===== config.mk =====
export PLATFORM = sky130hd
export DESIGN_NAME = multi_range_caesar_vigenere_cipher
export DESIGN_NICKNAME = d
export VERILOG_FILES = /design/src/design/mrcvc_pkg.sv /design/src/design/multi_range_caesar_vigenere_cipher.sv /design/src/design/mrcvc_ram.sv /design/src/design/mrcvc_fifo.sv /design/src/design/mrcvc_front.sv /design/src/design/mrcvc_back.sv
export SDC_FILE = /design/constraint.sdc
export NUM_CORES = 2
export LEC_CHECK = 0
export BUFFER_PORTS_ARGS = -buffer_cell sky130_fd_sc_hd__buf_4
export CORE_MARGIN = 4
export CORE_UTILIZATION = 65
export CTS_BUF_LIST = sky130_fd_sc_hd__clkbuf_2
export CTS_CLUSTER_DIAMETER = 100
export DETAILED_ROUTE_END_ITERATION = 10
export GPL_TIMING_DRIVEN = 0
export PLACE_DENSITY = 0.82
export SLEW_MARGIN = 25
export SYNTH_ARGS = -nofsm -noshare
export SYNTH_HDL_FRONTEND = slang
export SYNTH_SLANG_ARGS = --single-unit

===== constraint.sdc =====
create_clock -name clock -period 14.1 [get_ports clock]
set_input_delay 2.115 -clock clock [delete_from_list [all_inputs] [get_ports clock]]
set_output_delay 2.115 -clock clock [all_outputs]
set_load 0.01 [all_outputs]

===== src/design/mrcvc_pkg.sv =====
// ----------------------------------------------------------------------------
// mrcvc_pkg: shared types, constants and helpers of the range cipher
// Holds the register map, the item records passed between the front and the
// back of the block, the queue sizes and the remainder step function.
// ----------------------------------------------------------------------------
package mrcvc_pkg;

   // Default sizes of the key storage.
   localparam int NUM_RANGES_DEF = 4;
   localparam int KEY_MAX_DEF    = 16;

   // Field widths fixed by the interface.
   localparam int BYTE_W  = 8;
   localparam int RANGE_W = 2;
   localparam int KIDX_W  = 4;
   localparam int KLEN_W  = 4;

   // Configuration port.
   localparam int CSR_DATA_W = 64;
   localparam int CSR_ADDR_W = 6;
   localparam int REG_IDX_W  = 3;
   localparam int REG_LSB    = 3;

   localparam logic [REG_IDX_W-1:0] REG_CIPHER_KIND   = 3'd0;
   localparam logic [REG_IDX_W-1:0] REG_RANGE_COUNT   = 3'd1;
   localparam logic [REG_IDX_W-1:0] REG_RANGE_BOUNDS  = 3'd2;
   localparam logic [REG_IDX_W-1:0] REG_CAESAR_SHIFTS = 3'd3;
   localparam logic [REG_IDX_W-1:0] REG_KEY_LENGTHS   = 3'd4;

   // Request modes.
   localparam logic MODE_TRANSLATE = 1'b0;
   localparam logic MODE_LOAD      = 1'b1;

   typedef enum logic [1:0] {
      KIND_CAESAR_ENC   = 2'd0,
      KIND_CAESAR_DEC   = 2'd1,
      KIND_VIGENERE_ENC = 2'd2,
      KIND_VIGENERE_DEC = 2'd3
   } cipher_kind_type;

   // Queue between front and back, and the result queue.
   localparam int MID_DEPTH = 4;
   localparam int MID_CNT_W = $clog2(MID_DEPTH + 1);
   localparam int OUT_DEPTH = 8;
   localparam int OUT_CNT_W = $clog2(OUT_DEPTH + 1);

   // Remainder unit: the rotated offset has a magnitude below 512 and the
   // range size is at most 256.
   localparam int SIZE_W     = 9;
   localparam int MOD_STEPS  = 3;
   localparam int MOD_STAGES = 3;
   localparam int MAG_W      = MOD_STEPS * MOD_STAGES;
   localparam int WIDE_W     = MAG_W + SIZE_W - 1;
   localparam int OFS_W      = 11;

   typedef struct packed {
      cipher_kind_type     cipher_kind;
      logic [2:0]          range_count;
      logic [63:0]         range_bounds;
      logic [31:0]         caesar_shifts;
      logic [15:0]         key_lengths;
   } csr_type;

   typedef struct packed {
      logic [BYTE_W-1:0]  data_byte;
      logic               found;
      logic [RANGE_W-1:0] hit;
      logic [BYTE_W-1:0]  lo;
      logic [SIZE_W-1:0]  size;
      logic               vig;
      logic               enc;
      logic [BYTE_W-1:0]  cshift;
   } front_item_type;

   typedef struct packed {
      front_item_type     info;
      logic [BYTE_W-1:0]  key;
   } mid_item_type;

   typedef struct packed {
      logic [BYTE_W-1:0]  data_byte;
      logic               found;
      logic [RANGE_W-1:0] hit;
      logic [BYTE_W-1:0]  lo;
      logic [SIZE_W-1:0]  size;
      logic               neg;
      logic [MAG_W-1:0]   rem;
   } stage_type;

   typedef struct packed {
      logic [BYTE_W-1:0]  out_byte;
      logic               was_translated;
      logic [RANGE_W-1:0] matched_range;
   } rsp_item_type;

   // A few steps of restoring remainder: subtract size shifted left by top,
   // top-1, ... whenever it fits.
   function automatic logic [MAG_W-1:0] mod_steps(input logic [MAG_W-1:0] rem,
                                                  input logic [SIZE_W-1:0] size,
                                                  input int top);
      logic [WIDE_W-1:0] r;
      logic [WIDE_W-1:0] sh;
      r = WIDE_W'(rem);
      for (int i = 0; i < MOD_STEPS; i++) begin
         sh = WIDE_W'(size) << (top - i);
         if (r >= sh) begin
            r = r - sh;
         end
      end
      return r[MAG_W-1:0];
   endfunction

endpackage


===== src/design/multi_range_caesar_vigenere_cipher.sv =====
// ----------------------------------------------------------------------------
// multi_range_caesar_vigenere_cipher: multi-range Caesar / Vigenere translator
// Takes a data byte or a key byte load on push while full is low, at one
// request per clock cycle, and gives one result per data byte, none per load.
// Each result passes the front register, middle queue and remainder pipeline
// to the result queue, whose head holds it until popped. The rate is set by
// the combinational range compare and the one read port of the key table;
// the remainder unit is pipelined in three stages and never holds back the
// flow. The user must write configuration through the register port only
// while no request is in flight; the block itself does not enforce this.
// ----------------------------------------------------------------------------
module multi_range_caesar_vigenere_cipher #(
   parameter int NUM_RANGES = mrcvc_pkg::NUM_RANGES_DEF,
   parameter int KEY_MAX    = mrcvc_pkg::KEY_MAX_DEF
) (
   input  logic                                 clock,
   input  logic                                 reset,
   input  logic                                 push,
   output logic                                 full,
   input  logic                                 req_mode,
   input  logic [mrcvc_pkg::BYTE_W-1:0]         req_data_byte,
   input  logic [mrcvc_pkg::RANGE_W-1:0]        req_range_index,
   input  logic [mrcvc_pkg::KIDX_W-1:0]         req_key_index,
   output logic                                 empty,
   input  logic                                 pop,
   output logic [mrcvc_pkg::BYTE_W-1:0]         rsp_out_byte,
   output logic                                 rsp_was_translated,
   output logic [mrcvc_pkg::RANGE_W-1:0]        rsp_matched_range,
   input  logic                                 psel,
   input  logic                                 penable,
   input  logic                                 pwrite,
   input  logic [mrcvc_pkg::CSR_ADDR_W-1:0]     paddr,
   input  logic [mrcvc_pkg::CSR_DATA_W-1:0]     pwdata,
   output logic [mrcvc_pkg::CSR_DATA_W-1:0]     prdata,
   output logic                                 pready
);

   localparam int MID_W = $bits(mrcvc_pkg::mid_item_type);
   localparam int RSP_W = $bits(mrcvc_pkg::rsp_item_type);

   mrcvc_pkg::cipher_kind_type              cipher_kind_ff;
   logic [2:0]                              range_count_ff;
   logic [63:0]                             range_bounds_ff;
   logic [31:0]                             caesar_shifts_ff;
   logic [15:0]                             key_lengths_ff;
   logic                                    csr_write;
   logic [mrcvc_pkg::REG_IDX_W-1:0]         reg_idx;
   mrcvc_pkg::csr_type                      csr;

   logic                                    mid_push;
   logic                                    mid_pop;
   logic                                    mid_empty;
   logic [mrcvc_pkg::MID_CNT_W-1:0]         mid_count;
   mrcvc_pkg::mid_item_type                 mid_in_item;
   logic [MID_W-1:0]                        mid_out_bits;
   logic                                    rsp_push;
   mrcvc_pkg::rsp_item_type                 rsp_in_item;
   logic [RSP_W-1:0]                        rsp_out_bits;
   mrcvc_pkg::rsp_item_type                 rsp_head;
   logic [mrcvc_pkg::OUT_CNT_W-1:0]         out_count;

   assign pready    = 1'b1;
   assign csr_write = psel && penable && pwrite;
   assign reg_idx   = paddr[mrcvc_pkg::CSR_ADDR_W-1:mrcvc_pkg::REG_LSB];

   always_ff @(posedge clock) begin
      if (reset) begin
         cipher_kind_ff   <= mrcvc_pkg::KIND_CAESAR_ENC;
         range_count_ff   <= '0;
         range_bounds_ff  <= '0;
         caesar_shifts_ff <= '0;
         key_lengths_ff   <= '0;
      end else if (csr_write) begin
         unique case (reg_idx)
            mrcvc_pkg::REG_CIPHER_KIND: begin
               cipher_kind_ff <= mrcvc_pkg::cipher_kind_type'(pwdata[1:0]);
            end
            mrcvc_pkg::REG_RANGE_COUNT:   range_count_ff   <= pwdata[2:0];
            mrcvc_pkg::REG_RANGE_BOUNDS:  range_bounds_ff  <= pwdata;
            mrcvc_pkg::REG_CAESAR_SHIFTS: caesar_shifts_ff <= pwdata[31:0];
            mrcvc_pkg::REG_KEY_LENGTHS:   key_lengths_ff   <= pwdata[15:0];
            default: ;
         endcase
      end
   end

   always_comb begin
      unique case (reg_idx)
         mrcvc_pkg::REG_CIPHER_KIND:   prdata = 64'(cipher_kind_ff);
         mrcvc_pkg::REG_RANGE_COUNT:   prdata = 64'(range_count_ff);
         mrcvc_pkg::REG_RANGE_BOUNDS:  prdata = range_bounds_ff;
         mrcvc_pkg::REG_CAESAR_SHIFTS: prdata = 64'(caesar_shifts_ff);
         mrcvc_pkg::REG_KEY_LENGTHS:   prdata = 64'(key_lengths_ff);
         default:                      prdata = '0;
      endcase
   end

   always_comb begin
      csr.cipher_kind   = cipher_kind_ff;
      csr.range_count   = range_count_ff;
      csr.range_bounds  = range_bounds_ff;
      csr.caesar_shifts = caesar_shifts_ff;
      csr.key_lengths   = key_lengths_ff;
   end

   mrcvc_front #(
      .NUM_RANGES (NUM_RANGES),
      .KEY_MAX    (KEY_MAX)
   ) u_front (
      .clock           (clock),
      .reset           (reset),
      .push            (push),
      .full            (full),
      .req_mode        (req_mode),
      .req_data_byte   (req_data_byte),
      .req_range_index (req_range_index),
      .req_key_index   (req_key_index),
      .csr             (csr),
      .mid_count       (mid_count),
      .mid_push        (mid_push),
      .mid_item        (mid_in_item)
   );

   mrcvc_fifo #(
      .WIDTH (MID_W),
      .DEPTH (mrcvc_pkg::MID_DEPTH)
   ) u_mid_fifo (
      .clock     (clock),
      .reset     (reset),
      .push      (mid_push),
      .push_data (mid_in_item),
      .pop       (mid_pop),
      .pop_data  (mid_out_bits),
      .empty     (mid_empty),
      .count     (mid_count)
   );

   mrcvc_back u_back (
      .clock     (clock),
      .reset     (reset),
      .mid_empty (mid_empty),
      .mid_item  (mrcvc_pkg::mid_item_type'(mid_out_bits)),
      .mid_pop   (mid_pop),
      .out_count (out_count),
      .rsp_push  (rsp_push),
      .rsp_item  (rsp_in_item)
   );

   mrcvc_fifo #(
      .WIDTH (RSP_W),
      .DEPTH (mrcvc_pkg::OUT_DEPTH)
   ) u_rsp_fifo (
      .clock     (clock),
      .reset     (reset),
      .push      (rsp_push),
      .push_data (rsp_in_item),
      .pop       (pop && !empty),
      .pop_data  (rsp_out_bits),
      .empty     (empty),
      .count     (out_count)
   );

   assign rsp_head           = mrcvc_pkg::rsp_item_type'(rsp_out_bits);
   assign rsp_out_byte       = rsp_head.out_byte;
   assign rsp_was_translated = rsp_head.was_translated;
   assign rsp_matched_range  = rsp_head.matched_range;

endmodule


===== src/design/mrcvc_ram.sv =====
// ----------------------------------------------------------------------------
// mrcvc_ram: generic single-write, single-read RAM
// One write port and one read port; the read data is registered.
// ----------------------------------------------------------------------------
module mrcvc_ram #(
   parameter int WIDTH = 8,
   parameter int DEPTH = 64
) (
   input  logic                                     clock,
   input  logic                                     wr_en,
   input  logic [(DEPTH > 1 ? $clog2(DEPTH) : 1)-1:0] wr_addr,
   input  logic [WIDTH-1:0]                         wr_data,
   input  logic                                     rd_en,
   input  logic [(DEPTH > 1 ? $clog2(DEPTH) : 1)-1:0] rd_addr,
   output logic [WIDTH-1:0]                         rd_data
);

   logic [WIDTH-1:0] mem_ff [DEPTH];
   logic [WIDTH-1:0] rd_data_ff;

   always_ff @(posedge clock) begin
      if (wr_en) begin
         mem_ff[wr_addr] <= wr_data;
      end
      if (rd_en) begin
         rd_data_ff <= mem_ff[rd_addr];
      end
   end

   assign rd_data = rd_data_ff;

endmodule


===== src/design/mrcvc_fifo.sv =====
// ----------------------------------------------------------------------------
// mrcvc_fifo: small register queue
// Holds up to DEPTH entries; the oldest entry is shown on pop_data.
// ----------------------------------------------------------------------------
module mrcvc_fifo #(
   parameter int WIDTH = 8,
   parameter int DEPTH = 4
) (
   input  logic                             clock,
   input  logic                             reset,
   input  logic                             push,
   input  logic [WIDTH-1:0]                 push_data,
   input  logic                             pop,
   output logic [WIDTH-1:0]                 pop_data,
   output logic                             empty,
   output logic [$clog2(DEPTH + 1)-1:0]     count
);

   localparam int PW = (DEPTH > 1) ? $clog2(DEPTH) : 1;
   localparam int CW = $clog2(DEPTH + 1);

   logic [WIDTH-1:0] mem_ff [DEPTH];
   logic [PW-1:0]    wr_ptr_ff, wr_ptr_in;
   logic [PW-1:0]    rd_ptr_ff, rd_ptr_in;
   logic [CW-1:0]    count_ff, count_in;

   always_comb begin
      wr_ptr_in = wr_ptr_ff;
      rd_ptr_in = rd_ptr_ff;
      count_in  = count_ff;
      if (push) begin
         wr_ptr_in = (wr_ptr_ff == PW'(DEPTH - 1)) ? '0 : PW'(wr_ptr_ff + 1'b1);
      end
      if (pop) begin
         rd_ptr_in = (rd_ptr_ff == PW'(DEPTH - 1)) ? '0 : PW'(rd_ptr_ff + 1'b1);
      end
      if (push && !pop) begin
         count_in = CW'(count_ff + 1'b1);
      end else if (pop && !push) begin
         count_in = CW'(count_ff - 1'b1);
      end
   end

   always_ff @(posedge clock) begin
      if (reset) begin
         wr_ptr_ff <= '0;
         rd_ptr_ff <= '0;
         count_ff  <= '0;
      end else begin
         wr_ptr_ff <= wr_ptr_in;
         rd_ptr_ff <= rd_ptr_in;
         count_ff  <= count_in;
      end
   end

   always_ff @(posedge clock) begin
      if (push) begin
         mem_ff[wr_ptr_ff] <= push_data;
      end
   end

   assign pop_data = mem_ff[rd_ptr_ff];
   assign empty    = (count_ff == '0);
   assign count    = count_ff;

endmodule


===== src/design/mrcvc_front.sv =====
// ----------------------------------------------------------------------------
// mrcvc_front: request intake and range classification
// Matches each byte against the ranges, keeps the key positions, owns the
// key table and hands classified bytes with their key byte to the back.
// ----------------------------------------------------------------------------
module mrcvc_front #(
   parameter int NUM_RANGES = mrcvc_pkg::NUM_RANGES_DEF,
   parameter int KEY_MAX    = mrcvc_pkg::KEY_MAX_DEF
) (
   input  logic                                 clock,
   input  logic                                 reset,
   input  logic                                 push,
   output logic                                 full,
   input  logic                                 req_mode,
   input  logic [mrcvc_pkg::BYTE_W-1:0]         req_data_byte,
   input  logic [mrcvc_pkg::RANGE_W-1:0]        req_range_index,
   input  logic [mrcvc_pkg::KIDX_W-1:0]         req_key_index,
   input  mrcvc_pkg::csr_type                   csr,
   input  logic [mrcvc_pkg::MID_CNT_W-1:0]      mid_count,
   output logic                                 mid_push,
   output mrcvc_pkg::mid_item_type              mid_item
);

   localparam int DEPTH = NUM_RANGES * KEY_MAX;
   localparam int AW    = (DEPTH > 1) ? $clog2(DEPTH) : 1;
   localparam int POS_W = (KEY_MAX > 1) ? $clog2(KEY_MAX) : 1;
   localparam int CNT_W = mrcvc_pkg::MID_CNT_W + 1;

   logic                              accept;
   logic                              is_load;
   logic                              load_ok;
   logic                              found;
   logic [mrcvc_pkg::RANGE_W-1:0]     hit;
   logic [mrcvc_pkg::BYTE_W-1:0]      sel_lo;
   logic [mrcvc_pkg::BYTE_W-1:0]      sel_hi;
   logic [mrcvc_pkg::BYTE_W-1:0]      sel_shift;
   logic [POS_W-1:0]                  sel_pos;
   logic                              enc;
   logic                              vig;
   logic [AW-1:0]                     wr_addr;
   logic [AW-1:0]                     rd_addr;
   logic [mrcvc_pkg::BYTE_W-1:0]      key_byte;
   logic [POS_W-1:0]                  last_pos [NUM_RANGES];
   logic [POS_W-1:0]                  pos_ff [NUM_RANGES];
   logic [POS_W-1:0]                  pos_in [NUM_RANGES];
   logic                              f_vld_ff;
   mrcvc_pkg::front_item_type         f_item_ff, f_item_in;

   // Room is reserved for the item still waiting on its key read.
   assign full    = ({1'b0, mid_count} + CNT_W'(f_vld_ff)) >= CNT_W'(mrcvc_pkg::MID_DEPTH);
   assign accept  = push && !full;
   assign is_load = (req_mode == mrcvc_pkg::MODE_LOAD);
   assign load_ok = (32'(req_range_index) < NUM_RANGES) && (32'(req_key_index) < KEY_MAX);

   // Scan from the top so that the lowest matching range wins.
   always_comb begin
      found     = 1'b0;
      hit       = '0;
      sel_lo    = '0;
      sel_hi    = '0;
      sel_shift = '0;
      sel_pos   = '0;
      for (int r = NUM_RANGES - 1; r >= 0; r--) begin
         if ((32'(r) < 32'(csr.range_count)) &&
             (req_data_byte >= csr.range_bounds[16*r +: 8]) &&
             (req_data_byte <= csr.range_bounds[16*r+8 +: 8])) begin
            found     = 1'b1;
            hit       = mrcvc_pkg::RANGE_W'(r);
            sel_lo    = csr.range_bounds[16*r +: 8];
            sel_hi    = csr.range_bounds[16*r+8 +: 8];
            sel_shift = csr.caesar_shifts[8*r +: 8];
            sel_pos   = pos_ff[r];
         end
      end
   end

   always_comb begin
      case (csr.cipher_kind) inside
         mrcvc_pkg::KIND_CAESAR_ENC, mrcvc_pkg::KIND_VIGENERE_ENC: enc = 1'b1;
         default:                                                  enc = 1'b0;
      endcase
      case (csr.cipher_kind) inside
         mrcvc_pkg::KIND_VIGENERE_ENC, mrcvc_pkg::KIND_VIGENERE_DEC: vig = 1'b1;
         default:                                                    vig = 1'b0;
      endcase
   end

   always_comb begin
      f_item_in.data_byte = req_data_byte;
      f_item_in.found     = found;
      f_item_in.hit       = hit;
      f_item_in.lo        = sel_lo;
      f_item_in.size      = ({1'b0, sel_hi} - {1'b0, sel_lo}) + 9'd1;
      f_item_in.vig       = vig;
      f_item_in.enc       = enc;
      f_item_in.cshift    = sel_shift;
   end

   // All positions advance together on every translated byte, each wrapping
   // at its own key length; any key load restarts them.
   always_comb begin
      for (int r = 0; r < NUM_RANGES; r++) begin
         last_pos[r] = (5'(csr.key_lengths[4*r +: 4]) > 5'(KEY_MAX - 1)) ?
                       POS_W'(KEY_MAX - 1) : POS_W'(csr.key_lengths[4*r +: 4]);
         pos_in[r] = pos_ff[r];
         if (accept && is_load) begin
            pos_in[r] = '0;
         end else if (accept && found) begin
            pos_in[r] = (pos_ff[r] >= last_pos[r]) ? '0 : POS_W'(pos_ff[r] + 1'b1);
         end
      end
   end

   assign wr_addr = AW'(req_range_index) * AW'(KEY_MAX) + AW'(req_key_index);
   assign rd_addr = AW'(hit) * AW'(KEY_MAX) + AW'(sel_pos);

   mrcvc_ram #(
      .WIDTH (mrcvc_pkg::BYTE_W),
      .DEPTH (DEPTH)
   ) u_key_ram (
      .clock   (clock),
      .wr_en   (accept && is_load && load_ok),
      .wr_addr (wr_addr),
      .wr_data (req_data_byte),
      .rd_en   (accept && !is_load),
      .rd_addr (rd_addr),
      .rd_data (key_byte)
   );

   always_ff @(posedge clock) begin
      if (reset) begin
         f_vld_ff <= 1'b0;
         for (int r = 0; r < NUM_RANGES; r++) begin
            pos_ff[r] <= '0;
         end
      end else begin
         f_vld_ff <= accept && !is_load;
         pos_ff   <= pos_in;
      end
   end

   always_ff @(posedge clock) begin
      if (accept) begin
         f_item_ff <= f_item_in;
      end
   end

   assign mid_push      = f_vld_ff;
   assign mid_item.info = f_item_ff;
   assign mid_item.key  = key_byte;

endmodule


===== src/design/mrcvc_back.sv =====
// ----------------------------------------------------------------------------
// mrcvc_back: rotation within the matched range
// Forms the signed offset, reduces it modulo the range size in a short
// pipeline and writes finished results into the result queue.
// ----------------------------------------------------------------------------
module mrcvc_back (
   input  logic                                 clock,
   input  logic                                 reset,
   input  logic                                 mid_empty,
   input  mrcvc_pkg::mid_item_type              mid_item,
   output logic                                 mid_pop,
   input  logic [mrcvc_pkg::OUT_CNT_W-1:0]      out_count,
   output logic                                 rsp_push,
   output mrcvc_pkg::rsp_item_type              rsp_item
);

   localparam int NST   = mrcvc_pkg::MOD_STAGES;
   localparam int OC_W  = mrcvc_pkg::OUT_CNT_W + 1;
   localparam int OFS_W = mrcvc_pkg::OFS_W;

   logic [NST:0]                    vld_ff;
   mrcvc_pkg::stage_type            stg_ff [NST+1];
   mrcvc_pkg::stage_type            stg_in [NST+1];
   logic [OC_W-1:0]                 inflight;
   logic                            credit;
   logic [mrcvc_pkg::BYTE_W-1:0]    ofs;
   logic [OFS_W-1:0]                shift;
   logic [OFS_W-1:0]                t;
   logic [OFS_W-1:0]                t_abs;
   logic [mrcvc_pkg::SIZE_W-1:0]    m;

   // An item is taken only when the result queue is sure to have room for
   // it and for everything already in the pipeline.
   always_comb begin
      inflight = '0;
      for (int k = 0; k <= NST; k++) begin
         inflight = inflight + OC_W'(vld_ff[k]);
      end
   end

   assign credit  = (OC_W'(out_count) + inflight) < OC_W'(mrcvc_pkg::OUT_DEPTH);
   assign mid_pop = !mid_empty && credit;

   always_comb begin
      ofs   = mid_item.info.data_byte - mid_item.info.lo;
      shift = mid_item.info.vig ?
              (OFS_W'(mid_item.key) - OFS_W'(mid_item.info.lo)) :
              OFS_W'(mid_item.info.cshift);
      t     = mid_item.info.enc ? (OFS_W'(ofs) + shift) : (OFS_W'(ofs) - shift);
      t_abs = t[OFS_W-1] ? (~t + 1'b1) : t;

      stg_in[0].data_byte = mid_item.info.data_byte;
      stg_in[0].found     = mid_item.info.found;
      stg_in[0].hit       = mid_item.info.hit;
      stg_in[0].lo        = mid_item.info.lo;
      stg_in[0].size      = mid_item.info.size;
      stg_in[0].neg       = t[OFS_W-1];
      stg_in[0].rem       = t_abs[mrcvc_pkg::MAG_W-1:0];

      for (int k = 1; k <= NST; k++) begin
         stg_in[k]     = stg_ff[k-1];
         stg_in[k].rem = mrcvc_pkg::mod_steps(stg_ff[k-1].rem, stg_ff[k-1].size,
                            mrcvc_pkg::MAG_W - 1 - (k - 1) * mrcvc_pkg::MOD_STEPS);
      end
   end

   always_ff @(posedge clock) begin
      if (reset) begin
         vld_ff <= '0;
      end else begin
         vld_ff <= {vld_ff[NST-1:0], mid_pop};
      end
   end

   always_ff @(posedge clock) begin
      if (mid_pop) begin
         stg_ff[0] <= stg_in[0];
      end
      for (int k = 1; k <= NST; k++) begin
         stg_ff[k] <= stg_in[k];
      end
   end

   // A negative offset with a nonzero remainder folds back from the top.
   always_comb begin
      m = (stg_ff[NST].neg && (stg_ff[NST].rem != '0)) ?
          (stg_ff[NST].size - mrcvc_pkg::SIZE_W'(stg_ff[NST].rem)) :
          mrcvc_pkg::SIZE_W'(stg_ff[NST].rem);
      rsp_item.out_byte       = stg_ff[NST].found ?
                                (stg_ff[NST].lo + m[mrcvc_pkg::BYTE_W-1:0]) :
                                stg_ff[NST].data_byte;
      rsp_item.was_translated = stg_ff[NST].found;
      rsp_item.matched_range  = stg_ff[NST].hit;
   end

   assign rsp_push = vld_ff[NST];

endmodule


; ---- Yosys cells after proc, flatten, opt, wreduce, memory -nomap -nowiden
; Memories as Yosys holds them, arrays and structs flattened. A register that Yosys moved wholly into a read port is not among the register bits.
; Index checks and enable logic that the tools add are counted.
[op_classes]
n_bitwise = 1
eq_ne = 10
n_mux = 65
add_sub_neg = 37
n_lt_le_gt_ge = 27
reduce_logical = 44
[ops]
columns = cell, n
row1 = 64-bit one-hot mux with 5 select lines, 1
row2 = 8-bit 2-to-1 mux, 14
row3 = 17-bit 2-to-1 mux, 6
row4 = 4-bit 2-to-1 mux, 10
row5 = 9-bit 2-to-1 mux, 4
row6 = 8-bit greater-or-equal comparator, 4
row7 = 8-bit less-or-equal comparator, 4
row8 = 9-bit subtractor, 3
row9 = 11-bit 2-to-1 mux, 2
row10 = 1-bit logical AND, 21
row11 = "4-bit by 1-bit adder with 4-bit output, second input constant", 5
row12 = "9-bit by 1-bit adder with 9-bit output, second input constant", 2
row13 = 3-bit 2-to-1 mux, 6
row14 = 8-bit by 8-bit subtractor with 9-bit output, 2
row15 = 17-bit by 10-bit greater-or-equal comparator with 1-bit output, 1
row16 = 17-bit by 12-bit greater-or-equal comparator with 1-bit output, 1
row17 = 17-bit by 13-bit greater-or-equal comparator with 1-bit output, 1
row18 = 17-bit by 15-bit greater-or-equal comparator with 1-bit output, 1
row19 = 17-bit by 16-bit greater-or-equal comparator with 1-bit output, 1
row20 = 17-bit by 9-bit greater-or-equal comparator with 1-bit output, 1
row21 = 9-bit by 17-bit greater-or-equal comparator with 1-bit output, 1
row22 = 17-bit by 10-bit subtractor with 17-bit output, 1
row23 = 17-bit by 13-bit subtractor with 17-bit output, 1
row24 = 17-bit by 16-bit subtractor with 17-bit output, 1
row25 = other kinds (38), 90
[totals]
memories = 4
reg_bits = 193
ramBits = 936
output_inout_bits = 78
[mem_list]
columns = name, depth, width, rd, rd_ports_with_merged_regs, wr, line_no
row1 = u_front.u_key_ram.mem_ff, 64, 8, 1, 1, 1, mrcvc_ram.sv:18  ; logic [WIDTH-1:0] mem_ff [DEPTH];
row2 = u_mid_fifo.mem_ff, 4, 46, 1, 1, 1, mrcvc_fifo.sv:22  ; logic [WIDTH-1:0] mem_ff [DEPTH];
row3 = u_back.stg_ff, 4, 38, 4, 0, 4, mrcvc_back.sv:22  ; mrcvc_pkg::stage_type stg_ff [NST+1];
row4 = u_rsp_fifo.mem_ff, 8, 11, 1, 1, 1, mrcvc_fifo.sv:22

; ---- Depth between registers and ports, before layout
[depth]
word_depth = 9
mapped_depth = 35

; ---- Cells and area by module
; From an unflattened synthesis, not the netlist that was laid out.
[unflattened]
cells_unflattened = 3581
hier_area_um2 = 51909.8
[by_module_without_submodules]
columns = mod, seq_area_each_um2, n_inst, area_per_inst_um2, cells_each
row1 = mrcvc_ram, 15615.0, 1, 20246.9, 940
row2 = mrcvc_back, 3483.3, 1, 9257.6, 929
row3 = mrcvc_fifo (u_mid_fifo), 5705.5, 1, 7133.1, 283
row4 = multi_range_caesar_vigenere_cipher, 2342.2, 1, 5783.0, 590
row5 = mrcvc_front, 1481.4, 1, 5476.5, 639
row6 = mrcvc_fifo (u_rsp_fifo), 2902.8, 1, 4012.6, 200

; ---- Worst setup path after synthesis
; No wires, ideal clock.
[synth_path]
path_kind = reg-to-reg
from = memory u_back.stg_ff[2][10] (netlist name)
to = memory u_back.stg_ff[3][1] (netlist name)
path_stages_with_launch = 34
setup_time_ps = 121
synth_period_minus_slack_ps = 6863
arrival_time_ps = 6743
setup_slack_ps = 7237
cell_sequence = dfxtp_1 > ha_1 > inv_1 > fa_1 > a21o_1 > a21oi_1 > o21ai_0 > a21oi_1 > nor2b_1 > nor2_1 > a211o_1 > mux2_2 > ha_1 > nor2b_1 > o21ai_0 > a21boi_0 > o21ai_0 > a21oi_1 > o21a_1 > o21ai_0 > nand2b_1 > o41ai_1 > ha_1 > nor2b_1 > o21ai_0 > a21boi_0 > o21ai_0 > a21boi_0 > o21ai_0 > nand2b_1 > a211o_1 > a221oi_1 > o21ai_1 > mux2_2
[synth_lines]
columns = element, line_no
row1 = start: declaration, mrcvc_back.sv:22

==> results by group <==
Run status
  • Status: finished clean

Logic synthesis
  • Number of synthesized register bits: 1141
  • Post-synth top area share: 0.519
  • Ys Warns: 0
  • Register area share after synthesis: 0.628
  • Post-synth EDFFs: 868
  • Leading area contributor after synthesis: edfxtp_1
  • Post-Syn Nets: 4289
  • Top cells by count, synth: 868 x edfxtp_1, 580 x nand2_1, 299 x a21oi_1
  • Post-Syn Area: 50200 sq um
  • Ys flop type: edfxtp_1
  • Top-count cell post-synth: edfxtp_1
  • Synth area leaders: edfxtp_1 52%, dfxtp_1 11%, ha_1 5.5%, nand2_1 4.3%, mux2i_1 3.6%
  • Post-synthesis cell type count: 82
  • Ys async rst share: 0
  • Post-Syn Instances: 3958
  • Mean Syn Cell Area: 12.7 sq um

Timing
  • # setup viols final: 0
  • Relative slew slack: 0.236
  • Final Hold Fails: 0
  • Worst Max-Slew Pin Slew: 1.15 ns
  • Unrepaired setup endpoints after global routing: no
  • PnR worst setup slack: 5.93 ns
  • Setup TNS: 0 ns
  • Period Utilization, post-route: 0.579
  • Max Clock Skew: 0.180 ns
  • Max Freq: 122 MHz
  • Max-slew violations: 0
  • Min Tclk post-route: 8.17 ns

Run
  • # Max-Cap Violations: 0

Global routing
  • Largest net degree at the start of global routing: 74
  • Number of antenna violations at the first check in global routing: 4
  • Global-route wire length before repair: 191000 um
  • Vias in the first global route: 34150
  • GRT Total Usage: 0.306
  • Grt ovf: 0

Cells and area
  • Layout area overhead: 10.2%
  • Layout cells sized above 1: 0.173
  • Nets: 4748

Route
  • Vias/cell: 6.11
  • WL final: 126000 um
  • Final ANT Viol Nets: 0
  • DRC Markers: 0
  • Via count: 34492
  • Iter 0 DRT Violations: 3979
  • Number of iterations in the first detailed-routing pass: 8
  • Routed wire per std cell: 22.4 um

Clock network
  • Hold buffers post-CTS: 0
  • Maximum clock path buffer count: 4
  • Worst-path clk slew: 0.11 ns
  • Setup repair bufs after CTS: 0
  • Clk sinks: 1141
  • Post-CTS resize count: 0
  • H-tree Lvls: 5
  • Insertion delay to the later sink of the worst-skew pair: 1.57 ns
  • CTS tree: yes
  • Clock Root Buffer: clkbuf_2
  • CTS Buf Count: 288

Worst setup path
  • CP endpoint kind: register
  • Critical path fanouts, max: 9
  • Slowest stage delay, CP: 0.71 ns
  • Worst endpoint required time: 15.33 ns
  • Kind of critical path: register to register
  • Crit path launch type: register
  • Cell mode on critical path: o21ai_0
  • Worst path slowest cell: o41ai_1
  • Arrival @ worst endpoint: 9.40 ns

Place
  • Place WS: 5.52 ns
  • GPL Wtd Cong: 0.968
  • Port buffer count: 158
  • HPWL after DPL: 87300 um

Floorplan
  • Die footprint: 81700 sq um
  • # IOs: 170
  • Die width: 286 um
  • Initial Utilization: 0.659
  • Num rows: 101
  • Die Y: 286 um
  • Core area: 76200 sq um

Pwr
  • Total Power: 10100 uW
  • P_leak: 0.0201 uW
  • Peak VDD IR: 235 uV
  • Pwr dens: 183 nW/um^2

Min path
  • Hold WC Path Type: register to register
==> through the flow <==
| stage | instances | cell area, sq um | util | hold slack, ns |
|---|---|---|---|---|
| after detailed placement | 5157 | 52900 | 0.694 | 0.312 |
| final | 5641 | 55300 | 0.725 | 0.290 |
| after floorplan | 3958 | 50200 | - | 0.310 |
| after CTS | 5632 | 55200 | 0.725 | 0.285 |
| after global placement | 5146 | 52700 | 0.691 | 0.310 |
| after global routing | 5641 | 55300 | 0.725 | 0.324 |
==> worst paths after layout <==
kind                             start                    to  slack [ns]  cells after the start
hold / removal    u_back.stg_ff[2][29]  u_back.stg_ff[3][29]        0.29                      0
setup / recovery  u_back.stg_ff[2][10]   u_back.stg_ff[3][4]        5.93                     33
hold reg to reg   u_back.stg_ff[2][29]  u_back.stg_ff[3][29]        0.29                      0
setup reg to reg  u_back.stg_ff[2][10]   u_back.stg_ff[3][4]        5.93                     33
==> layout make-up <==
cell class                      count  area, sq um
Inverter                          211          792
Tap cell                         1030         1290
Antenna cell                        9         22.5
Multi-Input combinational cell   2430        17200
Buffer                            176          756
Clock inverter                     71          342
Timing Repair Buffer              169         1350
Sequential cell                  1141        31500
Fill cell                        5219        20900
Clock buffer                      404         2020
==> power breakdown <==
group / total [uW] / internal, uW / switching [uW]
clock: 2070 / 802 / 1270
combinational: 3740 / 1660 / 2080
sequential: 4330 / 4160 / 171
==> cell usage in the layout (no fill, tap or decap), types with 12 or more instances in the layout <==
| master | n |
|---|---|
| a211oi_1 | 15 |
| a21o_1 | 37 |
| a21oi_1 | 299 |
| a221o_1 | 25 |
| a22oi_1 | 15 |
| a31oi_1 | 21 |
| and3_1 | 28 |
| buf_1 | 20 |
| buf_2 | 40 |
| buf_4 | 168 |
| clkbuf_1 | 105 |
| clkbuf_2 | 407 |
| clkinv_1 | 51 |
| dfxtp_1 | 273 |
| edfxtp_1 | 868 |
| fa_1 | 17 |
| ha_1 | 222 |
| inv_1 | 209 |
| mux2_2 | 46 |
| mux2i_1 | 179 |
| mux4_2 | 68 |
| nand2_1 | 580 |
| nand2b_1 | 21 |
| nand3_1 | 29 |
| nand4_1 | 26 |
| nor2_1 | 201 |
| nor2b_1 | 33 |
| nor3_1 | 50 |
| nor4_1 | 13 |
| o211ai_1 | 14 |
| o21a_1 | 20 |
| o21ai_0 | 114 |
| o21bai_1 | 19 |
| o22ai_1 | 57 |
| o31ai_1 | 18 |
| or3_1 | 12 |
| or4_1 | 18 |
| xnor2_1 | 71 |
| xor2_1 | 31 |
==> layer usage <==
layer | part of all wire | vias to the layer above | track usage
met3 | 0.10 | 421 | 0.0709
met4 | 0.042 | 4 | 0.134
met5 | 0.00025 | - | 0
li1 | - | 15638 | -
met1 | 0.38 | 16392 | 0.400
met2 | 0.48 | 2037 | 0.494
==> registers in the layout (all words and copies together) (netlist names), named ones only <==
signal                     flops
caesar_shifts_ff              32
cipher_kind_ff                 2
key_lengths_ff                16
range_bounds_ff               64
range_count_ff                 3
u_back.stg_ff                151
u_back.vld_ff                  4
u_front.mid_item              38
u_front.mid_push               1
u_front.pos_ff                16
u_front.u_key_ram.mem_ff     512
u_front.u_key_ram.rd_data      8
u_mid_fifo.count               3
u_mid_fifo.mem_ff            184
u_mid_fifo.rd_ptr_ff           2
u_mid_fifo.wr_ptr_ff           2
u_rsp_fifo.count               4
u_rsp_fifo.mem_ff             88
u_rsp_fifo.rd_ptr_ff           3
u_rsp_fifo.wr_ptr_ff           3
==> worst max-delay path: cells and delay by family, from the launching register on <==
kind | cells | cell delay, ns
AOI/OAI and AO/OA | 20 | 4.69
adders and majority gates | 4 | 1.32
muxes | 2 | 0.80
and+or+nand+nor | 6 | 0.74
DFF | 1 | 0.42
buffers and inverters | 1 | 0.05
==> logic make-up (layout without fill, tap and decap cells) <==
logic type,Yosys count,count (layout),share of synthesized area
AO/OA/AOI/OAI,739,739,0.0922
XOR/XNOR,102,102,0.0178
adder cells (fa/ha/maj),239,239,0.0621
buffers and inverters,387,1031,0.0308
flip-flops,1141,1141,0.628
multiplexers,293,293,0.0765
other,1,10,0.0000747
AND/OR/NAND/NOR,1056,1056,0.0921
No activity file was read; power rests on OpenSTA's default activity.
